File: src/rtl/ldm_sqrt_pipe.sv
// Pipelined digit-by-digit integer square root, one root bit per stage.
// Standalone; gives the floor root and the final remainder.
module ldm_sqrt_pipe #(
    parameter int RB = 8,
    parameter int SW = 1
) (
    input  logic            i_clk,
    input  logic            i_rst_n,
    input  logic            i_en,
    input  logic            i_vld,
    input  logic [2*RB-1:0] i_val,
    input  logic [SW-1:0]   i_side,
    output logic            o_vld,
    output logic [RB-1:0]   o_root,
    output logic [RB:0]     o_rem,
    output logic [SW-1:0]   o_side
);

    logic [2*RB-1:0] r_val  [RB];
    logic [RB:0]     r_rem  [RB];
    logic [RB-1:0]   r_root [RB];
    logic [SW-1:0]   r_side [RB];
    logic            r_vld  [RB];

    logic [2*RB-1:0] s_val  [RB];
    logic [RB:0]     s_rem  [RB];
    logic [RB-1:0]   s_root [RB];
    logic [SW-1:0]   s_side [RB];
    logic            s_vld  [RB];
    logic [RB:0]     n_rem  [RB];
    logic [RB-1:0]   n_root [RB];

    genvar k;
    generate
        for (k = 0; k < RB; k++) begin : g_stage
            logic [RB+1:0] w_try;
            logic [RB+1:0] w_trial;
            logic          w_ge;

            if (k == 0) begin : g_first
                assign s_val[k]  = i_val;
                assign s_rem[k]  = '0;
                assign s_root[k] = '0;
                assign s_side[k] = i_side;
                assign s_vld[k]  = i_vld;
            end else begin : g_next
                assign s_val[k]  = r_val[k-1];
                assign s_rem[k]  = r_rem[k-1];
                assign s_root[k] = r_root[k-1];
                assign s_side[k] = r_side[k-1];
                assign s_vld[k]  = r_vld[k-1];
            end

            // remainder stays below 2^RB until the last stage
            assign w_try     = {s_rem[k][RB-1:0], s_val[k][2*RB-1 -: 2]};
            assign w_trial   = {s_root[k], 2'b01};
            assign w_ge      = w_try >= w_trial;
            assign n_rem[k]  = w_ge ? (RB+1)'(w_try - w_trial) : w_try[RB:0];
            assign n_root[k] = {s_root[k][RB-2:0], w_ge};

            always_ff @(posedge i_clk) begin
                if (!i_rst_n) begin
                    r_vld[k] <= 1'b0;
                end else if (i_en) begin
                    r_vld[k] <= s_vld[k];
                end
            end

            always_ff @(posedge i_clk) begin
                if (i_en) begin
                    r_val[k]  <= {s_val[k][2*RB-3:0], 2'b00};
                    r_rem[k]  <= n_rem[k];
                    r_root[k] <= n_root[k];
                    r_side[k] <= s_side[k];
                end
            end
        end
    endgenerate

    assign o_vld  = r_vld[RB-1];
    assign o_root = r_root[RB-1];
    assign o_rem  = r_rem[RB-1];
    assign o_side = r_side[RB-1];

endmodule

File: config.mk
export PLATFORM = sky130hd
export DESIGN_NAME = ldm_sqrt_pipe
export DESIGN_NICKNAME = d
export VERILOG_FILES = /design/src/rtl/ldm_sqrt_pipe.sv
export SDC_FILE = /design/constraint.sdc
export NUM_CORES = 1
export LEC_CHECK = 0
export ABC_AREA = 1
export BUFFER_PORTS_ARGS = -buffer_cell sky130_fd_sc_hd__buf_2
export CORE_MARGIN = 3
export CORE_UTILIZATION = 55
export CTS_CLUSTER_SIZE = 40
export DETAILED_ROUTE_END_ITERATION = 6
export PLACE_DENSITY = 0.73
export SYNTH_ARGS = -nofsm -noshare
export SYNTH_HDL_FRONTEND = slang
export SYNTH_SLANG_ARGS = --single-unit
File: constraint.sdc
create_clock -name i_clk -period 3.1 [get_ports i_clk]
set_clock_uncertainty 0.1 [all_clocks]
set_input_delay 0.155 -clock i_clk [delete_from_list [all_inputs] [get_ports i_clk]]
set_output_delay 0.155 -clock i_clk [all_outputs]
set_load 0.02 [all_outputs]
* Yosys cells after proc, flatten, opt, wreduce, memory -nomap -nowiden
Memory sizes are Yosys's and may differ from the RTL's.
Cells that the tools add are included.
** Word-level totals
- Memories kept :: 5
- Input bits :: 21
- Bits in writable memories :: 264
- Output and inout bits :: 19
- Register bits :: 0
** Cells by class
- Add/sub/neg operators :: 8
- Bitwise operators :: 8
- Multiplexer cells :: 21
- Magnitude comparators :: 8
** Memory list
- r_val :: depth 8, bits a word 14, read ports 7, clocked after Yosys merged registers in 0, wr ports 8, RTL line 19 : logic [2*RB-1:0] r_val [RB];
- r_rem :: depth 8, bits a word 9, read ports 8, clocked after Yosys merged registers in 0, wr ports 8, RTL line 20 : logic [RB:0] r_rem [RB];
- r_root :: depth 8, bits a word 8, read ports 8, clocked after Yosys merged registers in 0, wr ports 8, RTL line 21 : logic [RB-1:0] r_root [RB];
- r_side :: depth 8, bits a word 1, read ports 8, clocked after Yosys merged registers in 0, wr ports 8, RTL line 22 : logic [SW-1:0] r_side [RB];
- r_vld :: depth 8, bits a word 1, read ports 8, clocked after Yosys merged registers in 0, wr ports 8, RTL line 23 : logic r_vld [RB];
** Operator list (number)
- two-way mux 9 bit :: 8
- greater-or-equal comparator 10 bit :: 7
- subtractor 9 bit :: 7
- two-way mux 1 bit :: 13
- OR 1 bit :: 8
- subtractor 2 x 1 -> 3 bit, second input constant :: 1
- greater-or-equal comparator 2 x 1 -> 1 bit, second input constant :: 1

* Longest topological paths before layout
- Depth in word-level cells :: 4
- Mapped depth :: 11
- Depth with buffers taken out :: 11

* Worst setup path after synthesis
Ideal clock, no wire load.
- Kind :: flip-flop to flip-flop
- Start point :: memory r_rem[0][10] in the netlist's numbering
- End point :: memory r_rem[0][18] in the netlist's numbering (data pin)
- Stages on the path, launching flop included :: 8
- Path buffers :: 1
- Slack :: 1.302 ns
- Data arrival time :: 1.439 ns
- Clock period less this slack :: 1.798 ns
- Data required time :: 2.741 ns
- Cell sequence :: edfxtp_1 > ha_1 > a21oi_1 > nand2_1 > nor2_2 > nand3_1 > buf_4 > xor2_1
** RTL lines (RTL line)
- from (decl) :: 20

==> reports/metrics.cfg <==
[worst_setup_path]
r2r-end = r_rem[0][21]
crit_path_max_incr_delay_ns = 0.40
crit_chain = ha_1, a21oi_1, nand2_1, nor2_2, nand3_1, nand2_1, o21ai_1
path_buf_inv = 0
reg2reg_slack_ns = 0.97
cp.required_ns = 3.16
worstSetupPathType = flip-flop to flip-flop
cp_top_family = simple AND/OR/NAND/NOR gates
crit_fanout = 11
cpMostUsedCell = nand2_1
cp.arrival_ns = 2.19
worstReg2RegStart = r_rem[0][10]
rr_worst_depth = 7
setup.worst_path.end_class = flip-flop
startpoint_type = flip-flop
cp_slowest_cell = ha_1

[drt]
firstDrtPassIters = 5
wirelength_um = 13700
drt_iter0_markers = 330
vias_per_cell = 5.01
final_antenna_net_count = 0
routedWlPerCell_um = 13.3
remaining_drc_errors = 0
vias = 5138

[die]
die_area_mm2 = 0.0161
io_pins = 40
die_x_um = 127
initial_utilization_pct = 57.0
rows = 43
core_area_mm2 = 0.0141
die_h_um = 127

[synthesis]
synth_mux_area_share_pct = 0
synth_edf_count = 167
synth_top_family_by_area = simple AND/OR/NAND/NOR gates
synth_top_area_cell = edfxtp_1
synth_area_leaders = edfxtp_1 (62%), nand2_1 (9.2%), ha_1 (6.5%)
synth_xor_area_share_pct = 2.51
syn_area_mm2 = 0.00804
ys_seq_elements = 168
syn-num-nets = 817
yosysSeqAreaShare_pct = 62.6
synthAdderAreaFrac_pct = 6.54
syn_avg_cell_area_um2 = 10.7
synth-main-ff-cell = edfxtp_1
synth.most_common_cell = nand2_1
synth_top_area_share_pct = 62.4
synth_compound_area_share_pct = 3.22
synth_simple_gate_area_share_pct = 18.6
synthCells = 754
yosysWarnings = 0
async_flop_share_pct = 0
synth_cell_type_count = 35
synth_common_cells = nand2_1 (198), edfxtp_1 (167), inv_1 (131), nand3_1 (59), nor2_1 (45)

[power_and_ir_drop]
seqPwrFrac_pct = 48.0
powerDensity_mw_per_mm2 = 661
leakage_nw = 4.21
clkPwrFrac_pct = 33.0
p_int_mw = 4.38
max-vdd-ir-drop_mv = 0.511
switching_share_pct = 28.4
p_switching_mw = 1.73
combPwrFrac_pct = 18.9

[place]
portBuffers = 39
gp_congestion = 0.858
dp_hpwl_um = 9520

[cells_and_area]
n_fill_cell = 1087
diodes = 0
drive_gt1_share_pct = 12.1
final-seq-area_mm2 = 0.00503
multi_input_area_mm2 = 0.00248
area_growth_pct = 14.9
fin_util_pct = 65.5
fin_nets = 896

[cts]
clock-sinks = 168
clockBufferDepth = 2
root_buffer = clkbuf_16
htree_num_levels = 4
clk_latency_ns = 0.42
cts_buffers = 17
clk_pin_slew_ns = 0.06
cts_tree = built

[sta]
relSlewSlack_pct = 49.3
hold_violations = 0
drv_slew = 0
setup_viol = 0
rsz0062_at_grt = false
final.setup.tns_ns = 0
fin_worst_hold_slack_ns = 0.164
tightest_slew_ns = 0.761
period_needed_ns = 2.13
timing.final.crit_share_pct = 68.8
fmax_mhz = 469

[grt]
grt_max_degree = 87
track_usage_pct = 18.1
grt_overflow_total = 0
antenna_found_initial = 0
grt_pass1_vias = 5051
grt_pass1_wl_um = 23000

[min_path]
hold-path-endpoint = r_side[0][0]
holdPathStages = 1
hp-start = i_en
hold_class = input pin to flip-flop

[job]
cap_violations = 0

[status]
status = finished, final reports clean

-- kinds of logic after synthesis --
logic type | after synthesis
AND/OR/NAND/NOR | 337
flip-flops | 168
buffers and inverters | 136
AO/OA/AOI/OAI | 47
adder cells (fa/ha/maj) | 42
XOR/XNOR | 23
other | 1
-- sequential cells by signal, summed over array words and instances (netlist names) --
name,count
r_vld,8
r_rem,60
r_root,36
r_val,56
r_side,8
-- power by group through the flow --
| stage | sequential, mW | combinational, mW | clock [mW] |
|---|---|---|---|
| after detailed placement | 2.98 | 1.13 | 0 |
| after floorplan | 3.00 | 0.797 | 0 |
| after global routing | 2.96 | 1.32 | 2.17 |
| final | 2.94 | 1.16 | 2.02 |
| after global placement | 2.97 | 1.09 | 0 |
| after CTS | 2.94 | 1.16 | 2.06 |
-- final cells by class --
cell class                 instances  area share (%)
inverter                         134            5.45
clock buffer                      19            4.69
timing repair buffer              62            4.59
sequential                       168            54.5
tap                              180            2.44
clock inverter                    13            1.45
multi-input combinational        450            26.9
-- layout by cell type (no fill, tap or decap), types with 4 or more instances in the layout --
master and count:
xor2_1 15, nand3_2 4, or2_2 6, xnor2_1 8
inv_6 4, inv_1 131, nand2_4 4, nand2_1 198
dlygate4sd3_1 20, nand4_1 5, ha_1 42, nand3_1 59
a21oi_1 19, buf_2 38, nor2_1 45, o21ai_0 14
edfxtp_1 167, o21ai_1 6, clkbuf_16 17
-- through the flow --
stage                     power [mW]  instances  instance area [um^2]  setup slack (ns)
final                           6.11       1026                  9240             0.968
after detailed placement        4.11        974                  8470              1.03
after floorplan                 3.80        754                  8040              1.30
after global placement          4.07        974                  8470              1.10
after global routing            6.45       1026                  9240             0.829
after CTS                       6.16       1026                  9240             0.974
-- repair_timing --
action / in CTS / in global routing
hold endpoints to repair: 20 / 0
setup buffers: 0 / 0
endpoints found under the setup margin: 0 / 0
hold buffers: 20 / 0
gates resized for setup: 0 / 0
-- worst max-delay path by stage --
stage,end,depth (start not counted),slack [ns],startpoint
final,r_rem[0][21],7,0.97,r_rem[0][10]
after global routing,r_rem[0][21],7,0.83,r_rem[0][10]
after CTS,r_rem[0][18],6,0.97,r_rem[0][10]
after detailed placement,r_rem[0][18],6,1.03,r_rem[0][10]
after global placement,r_rem[0][18],6,1.10,r_rem[0][10]
after floorplan,r_rem[0][18],7,1.30,r_rem[0][10]
-- metal layers --
layer	wire length, um	global-route usage, %
met5	0	0
met4	298	7.32
met2	6900	30.5
met3	579	4.38
met1	5880	22.6
(Power assumes the default switching activity.)
