==> src/rtl/ldm_div_pipe.sv <==
// Pipelined restoring divider, one quotient bit per stage.
// Standalone; the divisor is held stable by the caller while items are in flight.
module ldm_div_pipe #(
    parameter int DW = 16,
    parameter int VW = 8,
    parameter int SW = 1
) (
    input  logic          i_clk,
    input  logic          i_rst_n,
    input  logic          i_en,
    input  logic          i_vld,
    input  logic [DW-1:0] i_num,
    input  logic [VW-1:0] i_div,
    input  logic [SW-1:0] i_side,
    output logic          o_vld,
    output logic [DW-1:0] o_quo,
    output logic [VW-1:0] o_rem,
    output logic [SW-1:0] o_side
);

    logic [DW-1:0] r_num  [DW];
    logic [VW-1:0] r_rem  [DW];
    logic [SW-1:0] r_side [DW];
    logic          r_vld  [DW];

    logic [DW-1:0] s_num  [DW];
    logic [VW-1:0] s_rem  [DW];
    logic [SW-1:0] s_side [DW];
    logic          s_vld  [DW];
    logic [DW-1:0] n_num  [DW];
    logic [VW-1:0] n_rem  [DW];

    genvar k;
    generate
        for (k = 0; k < DW; k++) begin : g_stage
            logic [VW:0] w_try;
            logic        w_ge;

            if (k == 0) begin : g_first
                assign s_num[k]  = i_num;
                assign s_rem[k]  = '0;
                assign s_side[k] = i_side;
                assign s_vld[k]  = i_vld;
            end else begin : g_next
                assign s_num[k]  = r_num[k-1];
                assign s_rem[k]  = r_rem[k-1];
                assign s_side[k] = r_side[k-1];
                assign s_vld[k]  = r_vld[k-1];
            end

            // shift in the next dividend bit, subtract if it fits
            assign w_try    = {s_rem[k], s_num[k][DW-1]};
            assign w_ge     = w_try >= {1'b0, i_div};
            assign n_rem[k] = w_ge ? VW'(w_try - {1'b0, i_div}) : w_try[VW-1:0];
            assign n_num[k] = {s_num[k][DW-2:0], w_ge};

            always_ff @(posedge i_clk) begin
                if (!i_rst_n) begin
                    r_vld[k] <= 1'b0;
                end else if (i_en) begin
                    r_vld[k] <= s_vld[k];
                end
            end

            always_ff @(posedge i_clk) begin
                if (i_en) begin
                    r_num[k]  <= n_num[k];
                    r_rem[k]  <= n_rem[k];
                    r_side[k] <= s_side[k];
                end
            end
        end
    endgenerate

    assign o_vld  = r_vld[DW-1];
    assign o_quo  = r_num[DW-1];
    assign o_rem  = r_rem[DW-1];
    assign o_side = r_side[DW-1];

endmodule

==> config.mk <==
export PLATFORM = sky130hd
export DESIGN_NAME = ldm_div_pipe
export DESIGN_NICKNAME = d
export VERILOG_FILES = /design/src/rtl/ldm_div_pipe.sv
export SDC_FILE = /design/constraint.sdc
export NUM_CORES = 1
export LEC_CHECK = 0
export ABC_AREA = 1
export BUFFER_PORTS_ARGS = -buffer_cell sky130_fd_sc_hd__buf_4
export CAP_MARGIN = 25
export CELL_PAD_IN_SITES_DETAIL_PLACEMENT = 1
export CELL_PAD_IN_SITES_GLOBAL_PLACEMENT = 1
export CORE_ASPECT_RATIO = 1.75
export CORE_MARGIN = 8
export CORE_UTILIZATION = 50
export CTS_CLUSTER_DIAMETER = 60
export DETAILED_ROUTE_END_ITERATION = 10
export PLACE_DENSITY_LB_ADDON = 0.1
export REMOVE_ABC_BUFFERS = 1
export SYNTH_ARGS = -nofsm -noshare
export SYNTH_HDL_FRONTEND = slang
export SYNTH_SLANG_ARGS = --single-unit
export TNS_END_PERCENT = 20
==> constraint.sdc <==
create_clock -name i_clk -period 2.7 [get_ports i_clk]
set_input_delay 0.405 -clock i_clk [delete_from_list [all_inputs] [get_ports i_clk]]
set_output_delay 0.405 -clock i_clk [all_outputs]
set_load 0.005 [all_outputs]
### Word-level counts from Yosys, hierarchy flattened

Memory sizes are Yosys's and may differ from the RTL's.
Cells that the tools add are included.

* order comparisons: 16
* equality and inequality tests: 0
* bitwise operators: 16
* $mul: 0
* divide/modulo/power cells: 0
* shifts and indexed selects: 0
* reduce and logical (&&, ||, !) cells: 0
* add/sub/neg operators: 16
* muxes and demuxes: 37

Operators by type and width (count)
* $ge 9x8->1: 15
* $mux 8: 16
* $sub 8x8->8: 15
* $mux 1: 21
* $or 1x1->1: 16
* $ge 1x8->1: 1
* $sub 1x8->8: 1

* memories: 4
* RAM bits: 416
* latch bits: 0
* output and inout bits: 26
* memory bits (read-only): 0
* register bits: 0
* logic and storage cells: 89

Memory list
* r_num: words 16, width 16, rd ports 16, clocked after memory_dff 0, wr ports 16, line 21 `logic [DW-1:0] r_num [DW];`
* r_rem: words 16, width 8, rd ports 16, clocked after memory_dff 0, wr ports 16, line 22 `logic [VW-1:0] r_rem [DW];`
* r_side: words 16, width 1, rd ports 16, clocked after memory_dff 0, wr ports 16, line 23 `logic [SW-1:0] r_side [DW];`
* r_vld: words 16, width 1, rd ports 16, clocked after memory_dff 0, wr ports 16, line 24 `logic r_vld [DW];`

### Longest topological paths before layout

Gate-level depths: netlist of run 1.

* depth after elaboration: 4
* gate-level depth with buffers: 11
* mapped depth without buffers: 11

### Worst setup path after synthesis of run 1

Ideal clock, no wire load.

* kind: input port to flip-flop
* start: input i_div[6]
* end: memory r_rem[5][7] (netlist: r_rem[0][47]), data pin
* arrival time: 1.799 ns
* required time: 2.448 ns
* setup slack: 0.648 ns
* stages on the path: 10
* cell sequence: inv_1 > ha_1 > nand2_1 > nand2_1 > nand2_1 > nand2_1 > a21oi_2 > nand2_4 > nand2_1 > nand2_1

RTL lines
* start, declared: line 13 `input logic [VW-1:0] i_div,`
* end, declared: line 22

==> flow_metrics.tcl, run 1 <==
set metrics [dict create \
    status "complete, no violations" \
    min_period_ps 2140 \
    netlist_instances 2023 \
    hp-class "input port to register" \
    synthTopCellsByCount "nand2_1 (649), edfxtp_1 (415), inv_1 (270)" \
    ys_async_sr_fraction_pct 0 \
    antenna_found_initial 0 \
    grt_pass1_wl_um 79000 \
    drtPass1Iterations 5 \
    grt.met1_usage_pct 20.1 \
    yosysMostFrequentCell "nand2_1" \
    grt.total_usage_pct 20.5 \
    cp.arrival_ps 2460 \
    crit_top_cell "nand2_1" \
    p_leak_nw 10.7 \
    synth_largest_area_cell "edfxtp_1" \
    clock_latency_ps 560 \
    drv_slew 0 \
    wl_per_cell_um 18.0 \
    crit_type "register to register" \
    grt_max_degree 109 \
    drc_errors 0 \
    clockBufferDepth 3 \
    avgViaCountPerCell 5.24 \
    finalHoldViolations 0 \
    yosysTopAreaCellShare_pct 59.4 \
    worst_pin_slew_ps 662 \
    cpPeakStageDelay_ps 470 \
    die_x_um 171 \
    dp_hpwl_um 35500 \
    p_sw_w 0.00875 \
    crit_chain "ha_1, nand2_1, nand2_1, a21oi_1, and2_1, nand2_8, nand2_1, nand2_1" \
    synth_edf_count 415 \
    setup-tns-final_ps 0 \
    ys_ff_latch 416 \
    dr_total_vias 14228 \
    ys_types 31 \
    overflow 0 \
    wirelength_um 48900 \
    finalWeightedCongestion 0.865 \
    ctsHtreeMaxLevel 2 \
    numCtsBuffers 40 \
    seqPwrFrac_pct 40.0 \
    core_area_um2 41500 \
    fp.dieH_um 287 \
    ys.flop_type "edfxtp_1" \
    cts_tree "yes" \
    sw_frac_of_total_pct 36.5 \
    power.density_nw_per_um2 1010 \
    clock-skew-final_ps 13.8 \
    power_w 0.0240 \
    crit_fanout 9 \
    cts_setup_buffers 0 \
    start_util_pct 50.5 \
    crit_family "simple AND/OR/NAND/NOR gates" \
    drv_cap 0 \
    cp-start-kind "register" \
    yosys-top-cells-area "edfxtp_1 (59%), nand2_1 (12%), ha_1 (7.3%)" \
    area_growth_pct 12.9 \
    yosysWarnings 0 \
    cp-end-kind "register" \
    slowest_stage "and2_1" \
    use_met3_pct 2.50 \
    cts_root_buf "clkbuf_16" \
    clkPwrFrac_pct 24.4 \
    num_antenna_cells 0 \
    syn_area_um2 21000 \
    grt_pass1_vias 15687 \
    dieArea_um2 49000 \
    grt_util_met2_pct 41.3 \
    internal_power_w 0.0152 \
    postPlaceCellArea_um2 22200 \
    synth.yosys.seq_area_share_pct 59.5 \
    layout_worst_path_cycle_share_pct 79.4 \
    holdBufCountCts 10 \
    first_iter_violations 571 \
    rows 99 \
    setup_viol 0 \
    drive_gt1_share_pct 8.80 \
    p_comb_share_pct 35.6 \
    ant_nets 0 \
    top_usage_layer "met2" \
    io_buffers 54 \
    cp.required_ps 3020 \
    rsz0062_at_grt "no" \
    syn_area_per_cell_um2 10.4 \
    cts.reportedPaths.clkPinSlew_ps 70 \
    max_freq_ghz 0.467 \
    worst-path-buf-inv 0 \
    io_pins 55 \
    cts_resized 0 \
    relSlewSlack_pct 55.7 \
    fin_area_um2 23700 \
    ir_worst_vdd_mv 0.648 \
    cts_sinks 416 \
    fin_nets 2296 \
]
[routing by layer]
metal  vias up  part of all wire, %
li1       6979                    -
met1      6925                   36
met2       218                   57
met3       106                  3.0
met4         0                  4.1
met5         -                    0
[area by class of cell]
cell class | instances | area (um2)
fillers | 4576 | 17800
flip-flops and latches | 416 | 12500
multi-input cells | 1316 | 7310
inverters | 274 | 1030
clock buffers | 46 | 1020
repair buffers | 82 | 786
well taps | 555 | 694
clock inverters | 26 | 345
[cell families (layout without fill, tap and decap cells)]
logic type | count (synthesis) | in the layout | share of synthesized area (%)
and+or+nand+nor | 1071 | 1071 | 22.6
xor gates and xnor gates | 45 | 45 | 1.88
DFF | 416 | 416 | 59.5
buffers and inverters | 291 | 428 | 5.60
AOI/OAI and AO/OA | 63 | 63 | 1.65
adders and majority gates | 137 | 137 | 8.71
[layout by cell type, fill, tap and decap left out, types with 4 or more instances in the layout]
cell type,count
a21oi_1,53
a21oi_2,8
buf_12,11
buf_4,60
bufinv_16,6
clkbuf_1,6
clkbuf_16,40
clkinv_1,9
dlygate4sd3_1,10
edfxtp_1,415
fa_1,15
ha_1,122
inv_1,270
inv_6,4
nand2_1,649
nand2_2,9
nand2_4,22
nand3_1,221
nand3b_1,4
nand4_1,29
nor2_1,94
nor2_2,7
nor2_4,6
nor3_1,15
xnor2_1,17
xor2_1,28
[final timing paths]
check	start	endpoint	slack (ps)	depth (start not counted)
setup / recovery	r_rem[0][29]$_DFFE_PP_	r_rem[0][36]$_DFFE_PP_	560	8
hold / removal	i_num[13]	r_num[0][14]$_DFFE_PP_	20	1
setup reg to reg	r_rem[0][29]$_DFFE_PP_	r_rem[0][36]$_DFFE_PP_	560	8
hold reg to reg	r_num[0][6]$_DFFE_PP_	r_num[0][23]$_DFFE_PP_	410	0
[state kept, by name, indices dropped and copies added, names as in the netlist]
name and flops:
r_rem 128, r_side 16, r_num 256, r_vld 16
[per-stage QoR]
stage / hold slack, ps / util [%] / instances / worst slack (ps)
3_5_place_dp: 405 / 53.5 / 2633 / 238
3_3_place_gp: 400 / 53.5 / 2633 / 295
5_1_grt: 10.7 / 57.0 / 2715 / 439
6_report: 24.8 / 57.0 / 2715 / 557
4_1_cts: 8.40 / 57.0 / 2715 / 554
2_1_floorplan: 400 / - / 2006 / 636
[power groups by stage]
stage	combinational, W	sequential, W	clock (W)
6_report	0.00855	0.00959	0.00586
5_1_grt	0.00978	0.00969	0.00617
4_1_cts	0.00863	0.00960	0.00600
3_5_place_dp	0.00851	0.00972	0
3_3_place_gp	0.00812	0.00968	0
2_1_floorplan	0.00625	0.00932	0
(Power assumes the default switching activity.)
==> run 2: changes to the inputs <==
Settings changed: CORE_UTILIZATION 50 to 45.
Clock period 2.7 ns to 1.85 ns, I/O delays scaled along.
==> flow_metrics.tcl, run 2 (same netlist as run 1, synthesis figures left out) <==
set metrics [dict create \
    fin_nets 2679 \
    dp_slack_ps -342 \
    crit_type "register to register" \
    fp.dieH_um 302 \
    violations "negative setup slack" \
    p_sw_w 0.0154 \
    worstReg2RegEnd "r_rem[0][11]$_DFFE_PP_" \
    dr_total_vias 16111 \
    cts_sinks 416 \
    n_fill_cell 4958 \
    worst_pin_slew_ps 503 \
    start_util_pct 45.5 \
    reg2reg_depth 10 \
    grt_pass1_wl_um 87900 \
    die_x_um 179 \
    dieArea_um2 54000 \
    cts_tree "yes" \
    power.density_nw_per_um2 1490 \
    grt_pass1_vias 17523 \
    clkPwrFrac_pct 20.4 \
    sw_frac_of_total_pct 36.6 \
    hp-class "input port to register" \
    rsz0062_at_grt "yes" \
    finalHoldViolations 0 \
    cts_root_buf "clkbuf_16" \
    finalWeightedCongestion 0.896 \
    p_comb_share_pct 45.6 \
    status "finished, violations left" \
    max_freq_ghz 0.528 \
    internal_power_w 0.0266 \
    drtPass1Iterations 5 \
    rows 104 \
    drv_slew 0 \
    overflow 0 \
    crit_top_cell "nand2_1" \
    cpPeakStageDelay_ps 430 \
    r2r-start "r_rem[0][1]$_SDFFCE_PP0P_" \
    grt.total_usage_pct 20.8 \
    min_to "r_num[0][53]$_DFFE_PP_" \
    setup-tns-final_ps -237 \
    ctsHtreeMaxLevel 2 \
    wirelength_um 58100 \
    worstHoldStart "i_en" \
    crit_chain "ha_1, buf_6, nand2_1, nor2_1, nand2_1, nor2_2, nor2_4, buf_6, nand3_1, nand2_1" \
    cp-start-kind "register" \
    min_period_ps 1890 \
    wl_per_cell_um 18.6 \
    relSlewSlack_pct 66.5 \
    ir_worst_vdd_mv 0.881 \
    dp_hpwl_um 40500 \
    cp-end-kind "register" \
    layout_worst_path_cycle_share_pct 102 \
    clockBufferDepth 3 \
    numCtsBuffers 42 \
    reg2reg_slack_ps -40 \
    clock-skew-final_ps 11.7 \
    cts.reportedPaths.clkPinSlew_ps 60 \
    p_leak_nw 12.6 \
    reg_top3 "r_num (256), r_rem (128)" \
    ant_nets 0 \
    cp.arrival_ps 2220 \
    drc_errors 0 \
    drive_gt1_share_pct 30.8 \
    drv_cap 0 \
    largest_reg_flops 256 \
    seqPwrFrac_pct 34.0 \
    core_area_um2 46100 \
    final_cell_mix "nand2_1 (596), edfxtp_1 (415), buf_4 (409), inv_1 (256), nand3_1 (214)" \
    first_iter_violations 549 \
    io_buffers 54 \
    area_growth_pct 34.5 \
    clock_latency_ps 570 \
    grt_max_degree 92 \
    worstHoldPathCells 1 \
    avgViaCountPerCell 5.15 \
    antenna_found_initial 0 \
    crit_fanout 5 \
    top_register "r_num" \
    layout_commonest_cell "nand2_1" \
    num_antenna_cells 0 \
    setup_viol 11 \
    fin_ws_ps -44.3 \
    io_pins 55 \
    utilization_pct 61.2 \
    cp.required_ps 2170 \
    slowest_stage "edfxtp_1" \
]
-- run 2: cell type report --
class	instances	area [um2]	share of cell area (%)
Inverter	274	1030	3.66
Multi-Input combinational cell	1327	8880	31.5
Tap cell	583	729	2.59
Clock buffer	44	1060	3.75
Clock inverter	31	324	1.15
Sequential cell	416	12500	44.3
Timing Repair Buffer	452	3680	13.1
-- run 2: worst max-delay path by stage --
stage / from / end / slack (ps) / depth (start not counted)
final: r_rem[0][1]$_SDFFCE_PP0P_ / r_rem[0][11]$_DFFE_PP_ / -40 / 10
after CTS: r_rem[0][1]$_SDFFCE_PP0P_ / r_rem[0][15]$_DFFE_PP_ / -30 / 10
after detailed placement: i_div[6] / r_rem[0][38]$_DFFE_PP_ / -340 / 11
after global routing: r_rem[0][1]$_SDFFCE_PP0P_ / r_rem[0][13]$_DFFE_PP_ / -90 / 10
after floorplan: i_div[6] / r_rem[0][39]$_DFFE_PP_ / -90 / 9
after global placement: i_div[6] / r_rem[0][55]$_DFFE_PP_ / -320 / 11
-- run 2: stage by stage --
stage	area (um2)	hold WS (ps)	total power, W	std cells
global placement	24500	400	0.0292	2954
global route	28200	49.5	0.0446	3127
CTS	26800	41.5	0.0398	3069
detailed placement	24500	405	0.0301	2954
floorplan	20800	376	0.0227	2006
finish	28200	55.5	0.0420	3127
-- run 2: power by group through the flow --
stage	registers (W)	logic [W]	clock network (W)
after global routing	0.0144	0.0211	0.00908
after floorplan	0.0136	0.00912	0
after CTS	0.0141	0.0169	0.00882
after detailed placement	0.0142	0.0159	0
final	0.0143	0.0191	0.00858
after global placement	0.0141	0.0151	0
-- run 2: worst max-delay path: cells and delay by family, from the launching register on --
kind | cells | cell delay [ps]
simple gates | 7 | 640
flops | 1 | 430
fa+ha+maj | 1 | 340
buf+inv | 2 | 250
-- run 2: routing by layer --
layer	track usage, %	routed length [um]
met5	0	0
met4	10.0	3120
met2	42.0	33300
met1	20.0	20100
met3	2.54	1550
-- run 2: repair_timing --
action	in CTS	in global routing
gates resized for setup	67	179
endpoints found under the setup margin	114	123
hold buffers	19	0
hold endpoints to repair	19	0
gates cloned	5	6
pin swaps	7	70
setup buffers	16	52
==> run 3: changes to the inputs <==
Settings changed: ABC_AREA 1 to not set, CORE_UTILIZATION 45 to 48.
==> flow_metrics.tcl, run 3 <==
set metrics [dict create \
    top_register "r_num" \
    drive_gt1_share_pct 45.1 \
    yosys-top-cells-area "edfxtp_1 (65%), ha_1 (7.9%), o21ai_0 (2.7%)" \
    syn_area_um2 19300 \
    ys_async_sr_fraction_pct 0 \
    power_w 0.0412 \
    first_iter_violations 551 \
    cp-start-kind "register" \
    ctsHtreeMaxLevel 2 \
    clock-skew-final_ps 19.5 \
    finalHoldViolations 0 \
    grt.total_usage_pct 22.0 \
    netlist_instances 1346 \
    drc_errors 0 \
    drv_slew 0 \
    rows 97 \
    hp-class "input port to register" \
    drv_cap 0 \
    grt_pass1_wl_um 80000 \
    grt_pass1_vias 14824 \
    min_period_ps 2260 \
    wirelength_um 54800 \
    reg2reg_depth 5 \
    area_growth_pct 40.9 \
    cp-end-kind "register" \
    synth_edf_count 415 \
    power.density_nw_per_um2 1520 \
    slowest_stage "o31ai_4" \
    clock_latency_ps 560 \
    violations "negative setup slack" \
    finalWeightedCongestion 0.809 \
    internal_power_w 0.0277 \
    cpPeakStageDelay_ps 550 \
    die_x_um 167 \
    fp.dieH_um 281 \
    setup_viol 115 \
    wl_per_cell_um 23.0 \
    ant_nets 0 \
    cp.arrival_ps 2570 \
    cts_root_buf "clkbuf_16" \
    crit_chain "ha_1, a21oi_2, nand2_1, o31ai_4, mux2_4" \
    crit_end "r_rem[0][27]$_DFFE_PP_" \
    grt_max_degree 95 \
    crit_path_start "r_rem[0][21]$_DFFE_PP_" \
    worst_pin_slew_ps 575 \
    r2r-start "r_rem[0][21]$_DFFE_PP_" \
    relSlewSlack_pct 61.6 \
    dr_total_vias 13403 \
    cp.required_ps 2170 \
    numCtsBuffers 41 \
    synth_largest_area_cell "edfxtp_1" \
    drtPass1Iterations 5 \
    clkPwrFrac_pct 20.5 \
    antenna_found_initial 0 \
    layout_worst_path_cycle_share_pct 122 \
    p_sw_w 0.0135 \
    status "finished, violations left" \
    max_freq_ghz 0.443 \
    whs_ps 45.3 \
    synthTopCellsByCount "edfxtp_1 (415), ha_1 (122), o21ai_0 (104)" \
    rsz0062_at_grt "yes" \
    io_pins 55 \
    core_area_um2 39800 \
    crit_type "register to register" \
    p_leak_nw 10.6 \
    num_antenna_cells 0 \
    setup-tns-final_ps -16580 \
    crit_fanout 7 \
    final_cell_mix "edfxtp_1 (415), buf_4 (411), nand2_1 (76), ha_4 (66), inv_1 (56)" \
    yosysTopAreaCellShare_pct 64.7 \
    p_comb_share_pct 45.5 \
    ys_ff_latch 416 \
    clockBufferDepth 3 \
    io_buffers 54 \
    ys.flop_type "edfxtp_1" \
    avgViaCountPerCell 5.62 \
    reg2reg_slack_ps -410 \
    dp_hpwl_um 33600 \
    yosysMostFrequentCell "edfxtp_1" \
    seqPwrFrac_pct 34.0 \
    reg_top3 "r_num (256), r_rem (128)" \
    largest_reg_flops 256 \
    fin_nets 2024 \
    fin_ws_ps -408 \
    cts.reportedPaths.clkPinSlew_ps 70 \
    worstReg2RegEnd "r_rem[0][27]$_DFFE_PP_" \
    dieArea_um2 47100 \
    synth.yosys.seq_area_share_pct 64.8 \
    overflow 0 \
    ir_worst_vdd_mv 0.866 \
    sw_frac_of_total_pct 32.8 \
    utilization_pct 68.2 \
    cts_tree "yes" \
    syn_area_per_cell_um2 14.3 \
    ys_types 59 \
    cts_sinks 416 \
    layout_commonest_cell "edfxtp_1" \
    yosysWarnings 0 \
    start_util_pct 48.4 \
]
## run 3: cell count changes after synthesis, sizes merged, moves of 25 or more
cell,before,now
a21o,0,25
inv,270,73
mux2,0,34
nand2,683,85
nand2b,0,27
nand3,223,16
nand4,29,2
nor2,107,41
o21a,0,28
o21ai,2,106
## run 3: cells by family after synthesis
family,synth area share (%)
AOI/OAI and AO/OA,11.8
buffers and inverters,1.67
DFF,64.8
xor gates and xnor gates,2.05
and+or+nand+nor,7.16
adders and majority gates,9.48
muxes,3.08
## run 3: repair_timing
| action | 4_1_cts | 5_1_grt |
|---|---|---|
| setup buffers | 26 | 33 |
| endpoints found under the setup margin | 135 | 130 |
| hold buffers | 16 | 0 |
| pin swaps | 61 | 67 |
| hold endpoints to repair | 16 | 0 |
| cloned | 1 | 1 |
| resized for setup | 288 | 155 |
## run 3: cell type report
cell class,count,area (um2)
clock inverter,24,256
timing repair buffer,479,4040
inverter,73,279
sequential,416,12500
clock buffer,49,1080
tap,495,619
fill,3629,12700
multi-input combinational,847,8410
## run 3: worst max-delay path, delay by kind of cell, from the launching register on
kind            cells  cell delay (ps)
mux                 1              340
compound gates      2              760
flops               1              440
simple gates        1              130
fa+ha+maj           1              350
## run 3: worst min path at each step
stage / startpoint / to / slack, ps / depth (start not counted)
finish: i_vld / r_vld[0]$_DFFE_PP_ / 50 / 2
global route: i_vld / r_vld[0]$_DFFE_PP_ / 40 / 2
CTS: i_vld / r_vld[0]$_DFFE_PP_ / 30 / 2
detailed placement: r_num[0][59]$_DFFE_PP_ / r_num[0][76]$_DFFE_PP_ / 410 / 0
global placement: r_num[0][42]$_DFFE_PP_ / r_num[0][59]$_DFFE_PP_ / 400 / 0
floorplan: i_num[9] / r_num[0][10]$_DFFE_PP_ / 380 / 0
## run 3: power by group through the flow
| stage | combinational [W] | clock, W | sequential, W |
|---|---|---|---|
| 2_1_floorplan | 0.00743 | 0 | 0.0135 |
| 3_3_place_gp | 0.0130 | 0 | 0.0139 |
| 3_5_place_dp | 0.0137 | 0 | 0.0140 |
| 4_1_cts | 0.0165 | 0.00858 | 0.0140 |
| 5_1_grt | 0.0201 | 0.00887 | 0.0142 |
| 6_report | 0.0188 | 0.00844 | 0.0140 |
## run 3: routing by layer
layer  part of all wire (%)  GRT usage, %
met2                     57          44.5
met5                      0             0
met3                    2.9          2.76
met1                     35          21.3
met4                    5.4          10.4
## run 3: stage by stage
stage | worst slack, ps | instances | cell area [um2]
2_1_floorplan | -616 | 1335 | 19200
3_3_place_gp | -600 | 2235 | 23100
3_5_place_dp | -760 | 2235 | 23100
4_1_cts | -371 | 2350 | 26300
5_1_grt | -501 | 2383 | 27200
6_report | -408 | 2383 | 27200
